<file path="config.mk">
export PLATFORM = sky130hd
export DESIGN_NAME = arm_pick_sequencer_unit
export DESIGN_NICKNAME = d
export VERILOG_FILES = /design/src/rtl/asp_pkg.sv /design/src/rtl/asp_cfg_regs.sv /design/src/rtl/asp_seq_core.sv /design/src/rtl/arm_pick_sequencer_unit.sv
export SDC_FILE = /design/constraint.sdc
export NUM_CORES = 2
export LEC_CHECK = 0
export ABC_AREA = 1
export BUFFER_PORTS_ARGS = -buffer_cell sky130_fd_sc_hd__buf_2
export CAP_MARGIN = 25
export CELL_PAD_IN_SITES_DETAIL_PLACEMENT = 0
export CELL_PAD_IN_SITES_GLOBAL_PLACEMENT = 1
export CORE_MARGIN = 5
export CORE_UTILIZATION = 46
export CTS_CLUSTER_DIAMETER = 30
export DETAILED_ROUTE_END_ITERATION = 12
export PLACE_DENSITY = 0.85
export SETUP_SLACK_MARGIN = 0.5
export SYNTH_ARGS = -nofsm -noshare
export SYNTH_HDL_FRONTEND = slang
export SYNTH_SLANG_ARGS = --single-unit
</file>
<file path="constraint.sdc">
create_clock -name aclk -period 6.5 [get_ports aclk]
set_clock_uncertainty 0.2 [all_clocks]
set_input_delay 1.3 -clock aclk [delete_from_list [all_inputs] [get_ports aclk]]
set_output_delay 1.3 -clock aclk [all_outputs]
set_load 0.005 [all_outputs]
</file>
<file path="src/rtl/asp_pkg.sv">
// Shared types, constants and helper functions of the arm pick sequencer.
// No dependencies; every other file of the block imports this package.
package asp_pkg;

    // Fixed-point format of all positions
    localparam int     FRAC_BITS = 16;
    localparam longint FX_ONE    = longint'(1) << FRAC_BITS;

    localparam int POS_W  = 32;
    localparam int TOL_W  = 17;
    localparam int GRIP_W = 8;
    localparam int LIFT_W = 31;
    localparam int SPD_W  = 5;
    localparam int PICK_W = 2;

    // Register reset values
    localparam logic signed [POS_W-1:0] RST_WORK_POS = POS_W'(-((315 * FX_ONE + 50) / 100));
    localparam logic [TOL_W-1:0]        RST_TOL      = TOL_W'((FX_ONE + 5) / 10);
    localparam logic [GRIP_W-1:0]       RST_GRIP     = GRIP_W'(25);
    localparam logic signed [POS_W-1:0] RST_LOWER    = POS_W'(6 * FX_ONE);
    localparam logic signed [POS_W-1:0] RST_DROP     = POS_W'(3 * FX_ONE);
    localparam logic [LIFT_W-1:0]       RST_LIFT     = LIFT_W'(20 * FX_ONE);
    localparam logic signed [POS_W-1:0] RST_FULL     = POS_W'(5 * FX_ONE);

    // Height axis travel speed
    localparam logic [SPD_W-1:0] Z_SPEED = SPD_W'(20);
    localparam logic [SPD_W-1:0] Z_STOP  = SPD_W'(0);

    // Last value of the pick counter before it wraps
    localparam logic [PICK_W-1:0] PICK_LAST = PICK_W'(2);

    // Configuration register indexes
    typedef enum logic [2:0] {
        REG_Z_ZERO       = 3'd0,
        REG_WORK_POS_Y   = 3'd1,
        REG_TOLERANCE    = 3'd2,
        REG_GRIP_WAIT    = 3'd3,
        REG_LOWER_HEIGHT = 3'd4,
        REG_DROP_HEIGHT  = 3'd5,
        REG_LIFT_OFFSET  = 3'd6,
        REG_FULL_HEIGHT  = 3'd7
    } asp_reg_t;

    // Sequencer phases
    typedef enum logic [9:0] {
        PH_WAIT_WORK = 10'b00_0000_0001,
        PH_LOWER     = 10'b00_0000_0010,
        PH_GRIP      = 10'b00_0000_0100,
        PH_LIFT_PICK = 10'b00_0000_1000,
        PH_ROTATE    = 10'b00_0001_0000,
        PH_DROP      = 10'b00_0010_0000,
        PH_RELEASE   = 10'b00_0100_0000,
        PH_LIFT_DROP = 10'b00_1000_0000,
        PH_RETURN    = 10'b01_0000_0000,
        PH_FINISH    = 10'b10_0000_0000
    } asp_phase_t;

    typedef struct packed {
        logic signed [POS_W-1:0] z_zero;
        logic signed [POS_W-1:0] work_pos_y;
        logic [TOL_W-1:0]        tolerance;
        logic [GRIP_W-1:0]       grip_wait;
        logic signed [POS_W-1:0] lower_height;
        logic signed [POS_W-1:0] drop_height;
        logic [LIFT_W-1:0]       lift_offset;
        logic signed [POS_W-1:0] full_height;
    } asp_cfg_t;

    typedef struct packed {
        logic signed [POS_W-1:0] dest_y;
        logic signed [POS_W-1:0] meas_y;
        logic signed [POS_W-1:0] meas_z;
        logic                    top_switch;
    } asp_item_t;

    typedef struct packed {
        logic                    done_res;
        logic                    y_cmd_valid;
        logic signed [POS_W-1:0] y_cmd_pos;
        logic                    z_cmd_valid;
        logic signed [POS_W-1:0] z_cmd_pos;
        logic [SPD_W-1:0]        z_cmd_speed;
        logic                    third_pick_flag;
    } asp_result_t;

    // Strict window check: center - tol < meas < center + tol, no overflow
    function automatic logic in_window(input logic signed [POS_W-1:0] meas,
                                       input logic signed [POS_W:0]   center,
                                       input logic [TOL_W-1:0]        tol);
        logic signed [POS_W+2:0] m;
        logic signed [POS_W+2:0] c;
        logic signed [POS_W+2:0] t;
        m = (POS_W+3)'(meas);
        c = (POS_W+3)'(center);
        t = $signed({{(POS_W+3-TOL_W){1'b0}}, tol});
        return (m > c - t) && (m < c + t);
    endfunction

    // Clamp a widened sum to the signed position range
    function automatic logic signed [POS_W-1:0] sat_pos(input logic signed [POS_W+1:0] v);
        logic signed [POS_W+1:0] hi;
        logic signed [POS_W+1:0] lo;
        hi = (POS_W+2)'({1'b0, {(POS_W-1){1'b1}}});
        lo = -hi - (POS_W+2)'(1);
        if (v > hi) begin
            return hi[POS_W-1:0];
        end else if (v < lo) begin
            return lo[POS_W-1:0];
        end
        return v[POS_W-1:0];
    endfunction

endpackage

</file>
<file path="src/rtl/asp_cfg_regs.sv">
// Configuration register file of the arm pick sequencer.
// Depends on asp_pkg for register indexes, reset values and the config struct.
module asp_cfg_regs (
    input  logic                      aclk,
    input  logic                      aresetn,
    input  logic                      cfg_wr_en,
    input  logic [2:0]                cfg_index,
    input  logic [asp_pkg::POS_W-1:0] cfg_wdata,
    output asp_pkg::asp_cfg_t         cfg
);
    import asp_pkg::*;

    asp_cfg_t cfg_reg;
    asp_cfg_t cfg_next;

    // Decode the write
    always_comb begin
        cfg_next = cfg_reg;
        if (cfg_wr_en) begin
            case (asp_reg_t'(cfg_index))
                REG_Z_ZERO:       cfg_next.z_zero       = cfg_wdata;
                REG_WORK_POS_Y:   cfg_next.work_pos_y   = cfg_wdata;
                REG_TOLERANCE:    cfg_next.tolerance    = cfg_wdata[TOL_W-1:0];
                REG_GRIP_WAIT:    cfg_next.grip_wait    = cfg_wdata[GRIP_W-1:0];
                REG_LOWER_HEIGHT: cfg_next.lower_height = cfg_wdata;
                REG_DROP_HEIGHT:  cfg_next.drop_height  = cfg_wdata;
                REG_LIFT_OFFSET:  cfg_next.lift_offset  = cfg_wdata[LIFT_W-1:0];
                REG_FULL_HEIGHT:  cfg_next.full_height  = cfg_wdata;
                default:          cfg_next = cfg_reg;
            endcase
        end
    end

    always_ff @(posedge aclk) begin
        if (!aresetn) begin
            cfg_reg.z_zero       <= '0;
            cfg_reg.work_pos_y   <= RST_WORK_POS;
            cfg_reg.tolerance    <= RST_TOL;
            cfg_reg.grip_wait    <= RST_GRIP;
            cfg_reg.lower_height <= RST_LOWER;
            cfg_reg.drop_height  <= RST_DROP;
            cfg_reg.lift_offset  <= RST_LIFT;
            cfg_reg.full_height  <= RST_FULL;
        end else begin
            cfg_reg <= cfg_next;
        end
    end

    assign cfg = cfg_reg;

endmodule

</file>
<file path="src/rtl/asp_seq_core.sv">
// Phase state machine and command generation of the arm pick sequencer.
// Depends on asp_pkg; state advances once per tick when advance is high.
module asp_seq_core (
    input  logic                 aclk,
    input  logic                 aresetn,
    input  logic                 advance,
    input  asp_pkg::asp_item_t   item,
    input  asp_pkg::asp_cfg_t    cfg,
    output asp_pkg::asp_result_t res
);
    import asp_pkg::*;

    asp_phase_t              phase_reg, phase_next;
    logic signed [POS_W-1:0] y_hold_reg, y_hold_next;
    logic                    y_hold_valid_reg, y_hold_valid_next;
    logic signed [POS_W-1:0] z_hold_reg, z_hold_next;
    logic                    z_hold_valid_reg, z_hold_valid_next;
    logic [GRIP_W-1:0]       wait_count_reg, wait_count_next;
    logic [PICK_W-1:0]       pick_count_reg, pick_count_next;

    logic                    done;
    logic                    up;
    logic                    flag;
    logic signed [POS_W:0]   drop_center;
    logic signed [POS_W:0]   full_abs;
    logic signed [POS_W+1:0] lift_sum;
    logic signed [POS_W+1:0] hold_sum;

    assign drop_center = (POS_W+1)'(cfg.z_zero) + (POS_W+1)'(cfg.drop_height);
    assign full_abs    = (POS_W+1)'(cfg.z_zero) + (POS_W+1)'(cfg.full_height);
    assign lift_sum    = (POS_W+2)'(cfg.z_zero) - $signed({3'b000, cfg.lift_offset});

    // Phase update
    always_comb begin
        phase_next        = phase_reg;
        y_hold_next       = y_hold_reg;
        y_hold_valid_next = y_hold_valid_reg;
        z_hold_next       = z_hold_reg;
        z_hold_valid_next = z_hold_valid_reg;
        wait_count_next   = wait_count_reg;
        pick_count_next   = pick_count_reg;
        done              = 1'b0;
        up                = 1'b0;
        flag              = 1'b0;
        case (phase_reg)
            PH_WAIT_WORK: begin
                if (in_window(item.meas_y, (POS_W+1)'(cfg.work_pos_y), cfg.tolerance)) begin
                    phase_next = PH_LOWER;
                end
            end
            PH_LOWER: begin
                z_hold_next       = cfg.lower_height;
                z_hold_valid_next = 1'b1;
                phase_next        = PH_GRIP;
            end
            PH_GRIP: begin
                if (wait_count_reg == '0) begin
                    wait_count_next = cfg.grip_wait;
                    phase_next      = PH_LIFT_PICK;
                end else begin
                    wait_count_next = wait_count_reg - GRIP_W'(1);
                end
            end
            PH_LIFT_PICK: begin
                // third pick still below the full-height mark
                flag = (pick_count_reg == PICK_LAST) &&
                       ((POS_W+1)'(item.meas_z) < full_abs);
                z_hold_valid_next = 1'b0;
                up                = 1'b1;
                if (item.top_switch) begin
                    phase_next = PH_ROTATE;
                end
            end
            PH_ROTATE: begin
                y_hold_next       = item.dest_y;
                y_hold_valid_next = 1'b1;
                if (in_window(item.meas_y, (POS_W+1)'(item.dest_y), cfg.tolerance)) begin
                    phase_next = PH_DROP;
                end
            end
            PH_DROP: begin
                z_hold_next       = cfg.drop_height;
                z_hold_valid_next = 1'b1;
                if (in_window(item.meas_z, drop_center, cfg.tolerance)) begin
                    phase_next = PH_RELEASE;
                end
            end
            PH_RELEASE: begin
                phase_next = PH_LIFT_DROP;
            end
            PH_LIFT_DROP: begin
                z_hold_valid_next = 1'b0;
                up                = 1'b1;
                if (item.top_switch) begin
                    phase_next = PH_RETURN;
                end
            end
            PH_RETURN: begin
                y_hold_next       = cfg.work_pos_y;
                y_hold_valid_next = 1'b1;
                if (in_window(item.meas_y, (POS_W+1)'(cfg.work_pos_y), cfg.tolerance)) begin
                    phase_next = PH_FINISH;
                end
            end
            PH_FINISH: begin
                y_hold_valid_next = 1'b0;
                z_hold_valid_next = 1'b0;
                phase_next        = PH_WAIT_WORK;
                pick_count_next   = (pick_count_reg >= PICK_LAST) ? '0
                                                                  : pick_count_reg + PICK_W'(1);
                done              = 1'b1;
            end
            default: begin
                phase_next = phase_reg;
            end
        endcase
    end

    assign hold_sum = (POS_W+2)'(cfg.z_zero) + (POS_W+2)'(z_hold_next);

    // Command outputs from the updated holds
    always_comb begin
        res                 = '0;
        res.done_res        = done;
        res.third_pick_flag = flag;
        if (!done) begin
            if (up) begin
                res.z_cmd_valid = 1'b1;
                res.z_cmd_pos   = sat_pos(lift_sum);
                res.z_cmd_speed = item.top_switch ? Z_STOP : Z_SPEED;
            end
            if (y_hold_valid_next) begin
                res.y_cmd_valid = 1'b1;
                res.y_cmd_pos   = y_hold_next;
            end
            if (z_hold_valid_next) begin
                res.z_cmd_valid = 1'b1;
                res.z_cmd_pos   = sat_pos(hold_sum);
                res.z_cmd_speed = Z_SPEED;
            end
        end
    end

    always_ff @(posedge aclk) begin
        if (!aresetn) begin
            phase_reg        <= PH_WAIT_WORK;
            y_hold_reg       <= RST_WORK_POS;
            y_hold_valid_reg <= 1'b1;
            z_hold_reg       <= '0;
            z_hold_valid_reg <= 1'b1;
            wait_count_reg   <= RST_GRIP;
            pick_count_reg   <= '0;
        end else if (advance) begin
            phase_reg        <= phase_next;
            y_hold_reg       <= y_hold_next;
            y_hold_valid_reg <= y_hold_valid_next;
            z_hold_reg       <= z_hold_next;
            z_hold_valid_reg <= z_hold_valid_next;
            wait_count_reg   <= wait_count_next;
            pick_count_reg   <= pick_count_next;
        end
    end

endmodule

</file>
<file path="src/rtl/arm_pick_sequencer_unit.sv">
// Arm pick sequencer, top level: request registers, sequencer core, result register.
// Depends on asp_pkg, asp_cfg_regs and asp_seq_core.
// Path: input register, phase update in one pass, result register.
// One request per cycle while the result register is free or m_ready is high.
// Reset (aresetn, synchronous, active low) empties both registers and loads the default
// configuration and the idle phase at the work position; no clearing pass is needed.
module arm_pick_sequencer_unit (
    input  logic                      aclk,
    input  logic                      aresetn,
    // configuration
    input  logic                      cfg_wr_en,
    input  logic [2:0]                cfg_index,
    input  logic [asp_pkg::POS_W-1:0] cfg_wdata,
    // request channel
    input  logic                      s_valid,
    output logic                      s_ready,
    input  logic [asp_pkg::POS_W-1:0] s_dest_y,
    input  logic [asp_pkg::POS_W-1:0] s_meas_y,
    input  logic [asp_pkg::POS_W-1:0] s_meas_z,
    input  logic                      s_top_switch,
    // result channel
    output logic                      m_valid,
    input  logic                      m_ready,
    output logic                      m_done_res,
    output logic                      m_y_cmd_valid,
    output logic [asp_pkg::POS_W-1:0] m_y_cmd_pos,
    output logic                      m_z_cmd_valid,
    output logic [asp_pkg::POS_W-1:0] m_z_cmd_pos,
    output logic [asp_pkg::SPD_W-1:0] m_z_cmd_speed,
    output logic                      m_third_pick_flag
);
    import asp_pkg::*;

    asp_cfg_t    cfg;
    asp_item_t   item_reg;
    logic        in_valid_reg;
    asp_result_t res;
    asp_result_t res_reg;
    logic        m_valid_reg;
    logic        advance;
    logic        s_accept;

    // Pipeline control
    assign advance  = in_valid_reg && (!m_valid_reg || m_ready);
    assign s_ready  = !in_valid_reg || advance;
    assign s_accept = s_valid && s_ready;

    asp_cfg_regs u_cfg (
        .aclk      (aclk),
        .aresetn   (aresetn),
        .cfg_wr_en (cfg_wr_en),
        .cfg_index (cfg_index),
        .cfg_wdata (cfg_wdata),
        .cfg       (cfg)
    );

    asp_seq_core u_core (
        .aclk    (aclk),
        .aresetn (aresetn),
        .advance (advance),
        .item    (item_reg),
        .cfg     (cfg),
        .res     (res)
    );

    // Request register
    always_ff @(posedge aclk) begin
        if (!aresetn) begin
            in_valid_reg <= 1'b0;
        end else if (s_accept) begin
            in_valid_reg <= 1'b1;
        end else if (advance) begin
            in_valid_reg <= 1'b0;
        end
    end

    always_ff @(posedge aclk) begin
        if (s_accept) begin
            item_reg.dest_y     <= s_dest_y;
            item_reg.meas_y     <= s_meas_y;
            item_reg.meas_z     <= s_meas_z;
            item_reg.top_switch <= s_top_switch;
        end
    end

    // Result register
    always_ff @(posedge aclk) begin
        if (!aresetn) begin
            m_valid_reg <= 1'b0;
        end else if (advance) begin
            m_valid_reg <= 1'b1;
        end else if (m_ready) begin
            m_valid_reg <= 1'b0;
        end
    end

    always_ff @(posedge aclk) begin
        if (advance) begin
            res_reg <= res;
        end
    end

    assign m_valid           = m_valid_reg;
    assign m_done_res        = res_reg.done_res;
    assign m_y_cmd_valid     = res_reg.y_cmd_valid;
    assign m_y_cmd_pos       = res_reg.y_cmd_pos;
    assign m_z_cmd_valid     = res_reg.z_cmd_valid;
    assign m_z_cmd_pos       = res_reg.z_cmd_pos;
    assign m_z_cmd_speed     = res_reg.z_cmd_speed;
    assign m_third_pick_flag = res_reg.third_pick_flag;

endmodule

</file>
==> results.yml <==
routing:
  router_iterations_before_antenna_repair: 5
  drt-vias-per-instance: 5.51
  vias: 36600
  post_detailed_route_count_of_antenna_violating_nets: 0
  drc: 0
  wirelength_um: 133000
  drt-initial-drc-count: 2653
  detail_route.wl_per_cell_um: 20.1
yosys:
  synth_xor_area_frac: 0.0639
  syn_avg_cell_area_um2: 7.20
  synth_sequential_area_ratio: 0.292
  dominant_combinational_cell_family_by_area_after_synthesis: "simple AND/OR/NAND/NOR gates"
  synth.top_cells.by_area: "sky130_fd_sc_hd__dfxtp_1, sky130_fd_sc_hd__ha_1, sky130_fd_sc_hd__edfxtp_1"
  synth_enable_flop_cells: 166
  synth_area_um2: 37900
  synth_compound_gate_area_share: 0.177
  netlist_instances: 5263
  synth_ff_type: "sky130_fd_sc_hd__dfxtp_1"
  synthDominantAreaCellType: "sky130_fd_sc_hd__dfxtp_1"
  synth_top_area_share: 0.161
  netlist-cell-type-count: 63
  ys_seq_elements: 470
  yosysWarningCount: 0
  muxShareOfSynthArea: 0
  post_synth_fa_ha_maj_area_fraction: 0.157
  asyncSetResetFlopFracSynth: 0
  post_synth_and_or_nand_nor_area_fraction: 0.225
timing:
  min_period_over_period: 0.874
  max_clock_freq_ghz: 0.176
  hold_viol_final: 0
  setup_ws_ns: 0.820
  worst_slew_pin_slew_ns: 1.05
  grt_setup_unrepaired: "no"
  slew-limit-headroom: 0.298
  fin_tns_setup_ns: 0
  setup_viol: 0
  maxSlewViolCount: 0
  period_needed_ns: 5.68
worst_setup_path:
  data_arrival_time_of_the_critical_path_ns: 6.04
  critPathLaunchType: "flop"
  regToRegStartpoint: "u_cfg.cfg[63]"
  required_ns: 6.86
  ff2ff_path_depth: 38
  timing_worst_setup_path_type: "flop to flop"
  setup.worst_path.end_class: "flop"
  r2r_end: "u_core.phase_reg[8]"
  ff2ff_setup_slack_ns: 0.82
  most_frequent_cp_cell: "sky130_fd_sc_hd__nand2_1"
  worst_path_largest_cell_delay_ns: 0.39
  critical_path_slowest_stage_cell: "sky130_fd_sc_hd__fa_2"
  crit_path_end: "u_core.phase_reg[8]"
  crit_path_start: "u_cfg.cfg[63]"
  timing.critical_path.fanout_max: 5
place:
  place.port_buffers: 208
  dpl-instance-area_um2: 40000
  dp_cells: 6424
  dp.final_hpwl_um: 106000
  gp_congestion: 0.953
  place_worst_setup_slack_ns: 0.259
global_routing:
  first_global_vias: 35100
  antenna_violations_before_repair: 4
  grt.total_usage: 0.288
  grt_pass1_wl_um: 202000
  grt_overflow_total: 0
  grt_max_degree: 105
cells_and_area:
  final_area_um2: 44200
  layout-drive-gt1-share: 0.111
  largest_register_ffs: 216
  syn2layout_area_growth_pct: 16.6
  post_route_insts_no_fill: 6639
  num-nets-final: 6083
clock_network:
  cts_buffer_depth: 3
  cts.hold.buffers_added: 0
  clock-sinks: 470
  cts-htree-levels: 3
  cts_made_buffers: 106
  clock_latency_on_the_worst_skew_pair_ns: 0.68
  cts_tree: "yes"
  clk_pin_slew_worst_paths_ns: 0.05
  clk_root_buffer_cell: "sky130_fd_sc_hd__clkbuf_16"
floorplanning:
  start_util: 0.463
  design.die.area_um2: 88200
  top_level_ports: 212
  rows: 105
  floorplan.core_area_um2: 81800
  die_height_um: 297
  fp.dieW_um: 297
flow_run:
  cap_viol_max_count: 0
power_and_ir_drop:
  leakagePower_nw: 21.0
  vdd_ir_drop_max_mv: 0.221
  power.density_nw_per_um2: 258
  power.total_mw: 11.4
min_path:
  holdPathStages: 2
  min-delay-path-class: "flop to flop"
outcome:
  outcome: "complete, no violations"
worst min-delay path by stage:
stage | start | end | slack (ns)
floorplan | u_cfg.cfg[130] | u_cfg.cfg[130] | 0.22
global placement | u_cfg.cfg[130] | u_cfg.cfg[130] | 0.23
detailed placement | u_cfg.cfg[130] | u_cfg.cfg[130] | 0.24
CTS | u_cfg.cfg[125] | u_cfg.cfg[125] | 0.25
global route | u_cfg.cfg[103] | u_cfg.cfg[103] | 0.26
finish | u_cfg.cfg[125] | u_cfg.cfg[125] | 0.25
what timing repair did:
item                       CTS  global route
buffers inserted             1             9
setup endpoints to repair   10            10
resized for setup            7            97
hold endpoints to repair     0             0
pin swaps                    1            14
cloned                       0             1
cells by family after synthesis:
group / Yosys count
DFF: 470
other: 1
and+or+nand+nor: 2025
adders and majority gates: 471
buffers and inverters: 834
xor gates and xnor gates: 272
AOI/OAI and AO/OA: 1190
worst max-delay path: cells and delay by family (launching register included):
family / cells / cell delay [ns]
and+or+nand+nor: 23 / 2.27
AOI/OAI and AO/OA: 5 / 0.81
buffers and inverters: 5 / 0.58
xor gates and xnor gates: 1 / 0.23
adders and majority gates: 4 / 1.13
DFF: 1 / 0.34
synth_stat cells (22+ instances only):
master	number
sky130_fd_sc_hd__a31oi_1	28
sky130_fd_sc_hd__ha_1	461
sky130_fd_sc_hd__nor4_1	29
sky130_fd_sc_hd__nand3_1	172
sky130_fd_sc_hd__edfxtp_1	166
sky130_fd_sc_hd__a21o_1	24
sky130_fd_sc_hd__xor2_1	221
sky130_fd_sc_hd__xnor2_1	46
sky130_fd_sc_hd__a221oi_1	22
sky130_fd_sc_hd__nand2_1	954
sky130_fd_sc_hd__o21ai_0	385
sky130_fd_sc_hd__clkbuf_1	128
sky130_fd_sc_hd__nand4_1	97
sky130_fd_sc_hd__nor2_1	638
sky130_fd_sc_hd__o211ai_1	52
sky130_fd_sc_hd__a21oi_1	515
sky130_fd_sc_hd__o221ai_1	35
sky130_fd_sc_hd__inv_1	659
sky130_fd_sc_hd__nor3_1	58
sky130_fd_sc_hd__dfxtp_1	304
cells in the final DEF (no fill, tap or decap), types with 56 or more instances in the layout:
| cell | n |
|---|---|
| sky130_fd_sc_hd__clkbuf_16 | 108 |
| sky130_fd_sc_hd__ha_1 | 442 |
| sky130_fd_sc_hd__dfxtp_1 | 296 |
| sky130_fd_sc_hd__a21oi_1 | 505 |
| sky130_fd_sc_hd__o21ai_0 | 378 |
| sky130_fd_sc_hd__xor2_1 | 213 |
| sky130_fd_sc_hd__nor3_1 | 56 |
| sky130_fd_sc_hd__inv_1 | 653 |
| sky130_fd_sc_hd__nand2_1 | 946 |
| sky130_fd_sc_hd__nor2_1 | 623 |
| sky130_fd_sc_hd__nand4_1 | 97 |
| sky130_fd_sc_hd__nand3_1 | 172 |
| sky130_fd_sc_hd__buf_2 | 207 |
| sky130_fd_sc_hd__edfxtp_1 | 166 |
area by class of cell:
class                   count  area [um2]
well taps                1070        1340
clock inverters            65         748
flip-flops and latches    470       11100
multi-input cells        3962       24100
clock buffers             135        2880
inverters                 678        2550
diodes                      2        5.00
repair buffers            257        1500
fillers                  8039       37600
power breakdown:
part / switching, mW / internal, mW
Combinational: 1.72 / 0.872
Clock: 1.82 / 3.58
Sequential: 0.168 / 3.27
Total: 3.70 / 7.72
per-stage QoR:
stage | hold WS [ns] | utilization
6_report | 0.252 | 0.540
5_1_grt | 0.263 | 0.540
4_1_cts | 0.253 | 0.534
3_5_place_dp | 0.243 | 0.489
3_3_place_gp | 0.234 | 0.488
2_1_floorplan | 0.224 | -
routing by layer:
| metal | GRT usage | up-vias | wire length, um |
|---|---|---|---|
| met3 | 0.0357 | 268 | 7880 |
| met5 | 0 | - | 0 |
| met2 | 0.499 | 1116 | 63700 |
| met1 | 0.374 | 17000 | 57100 |
| li1 | - | 18200 | - |
| met4 | 0.0967 | 0 | 4750 |
Power figures use the tool's default switching activity.
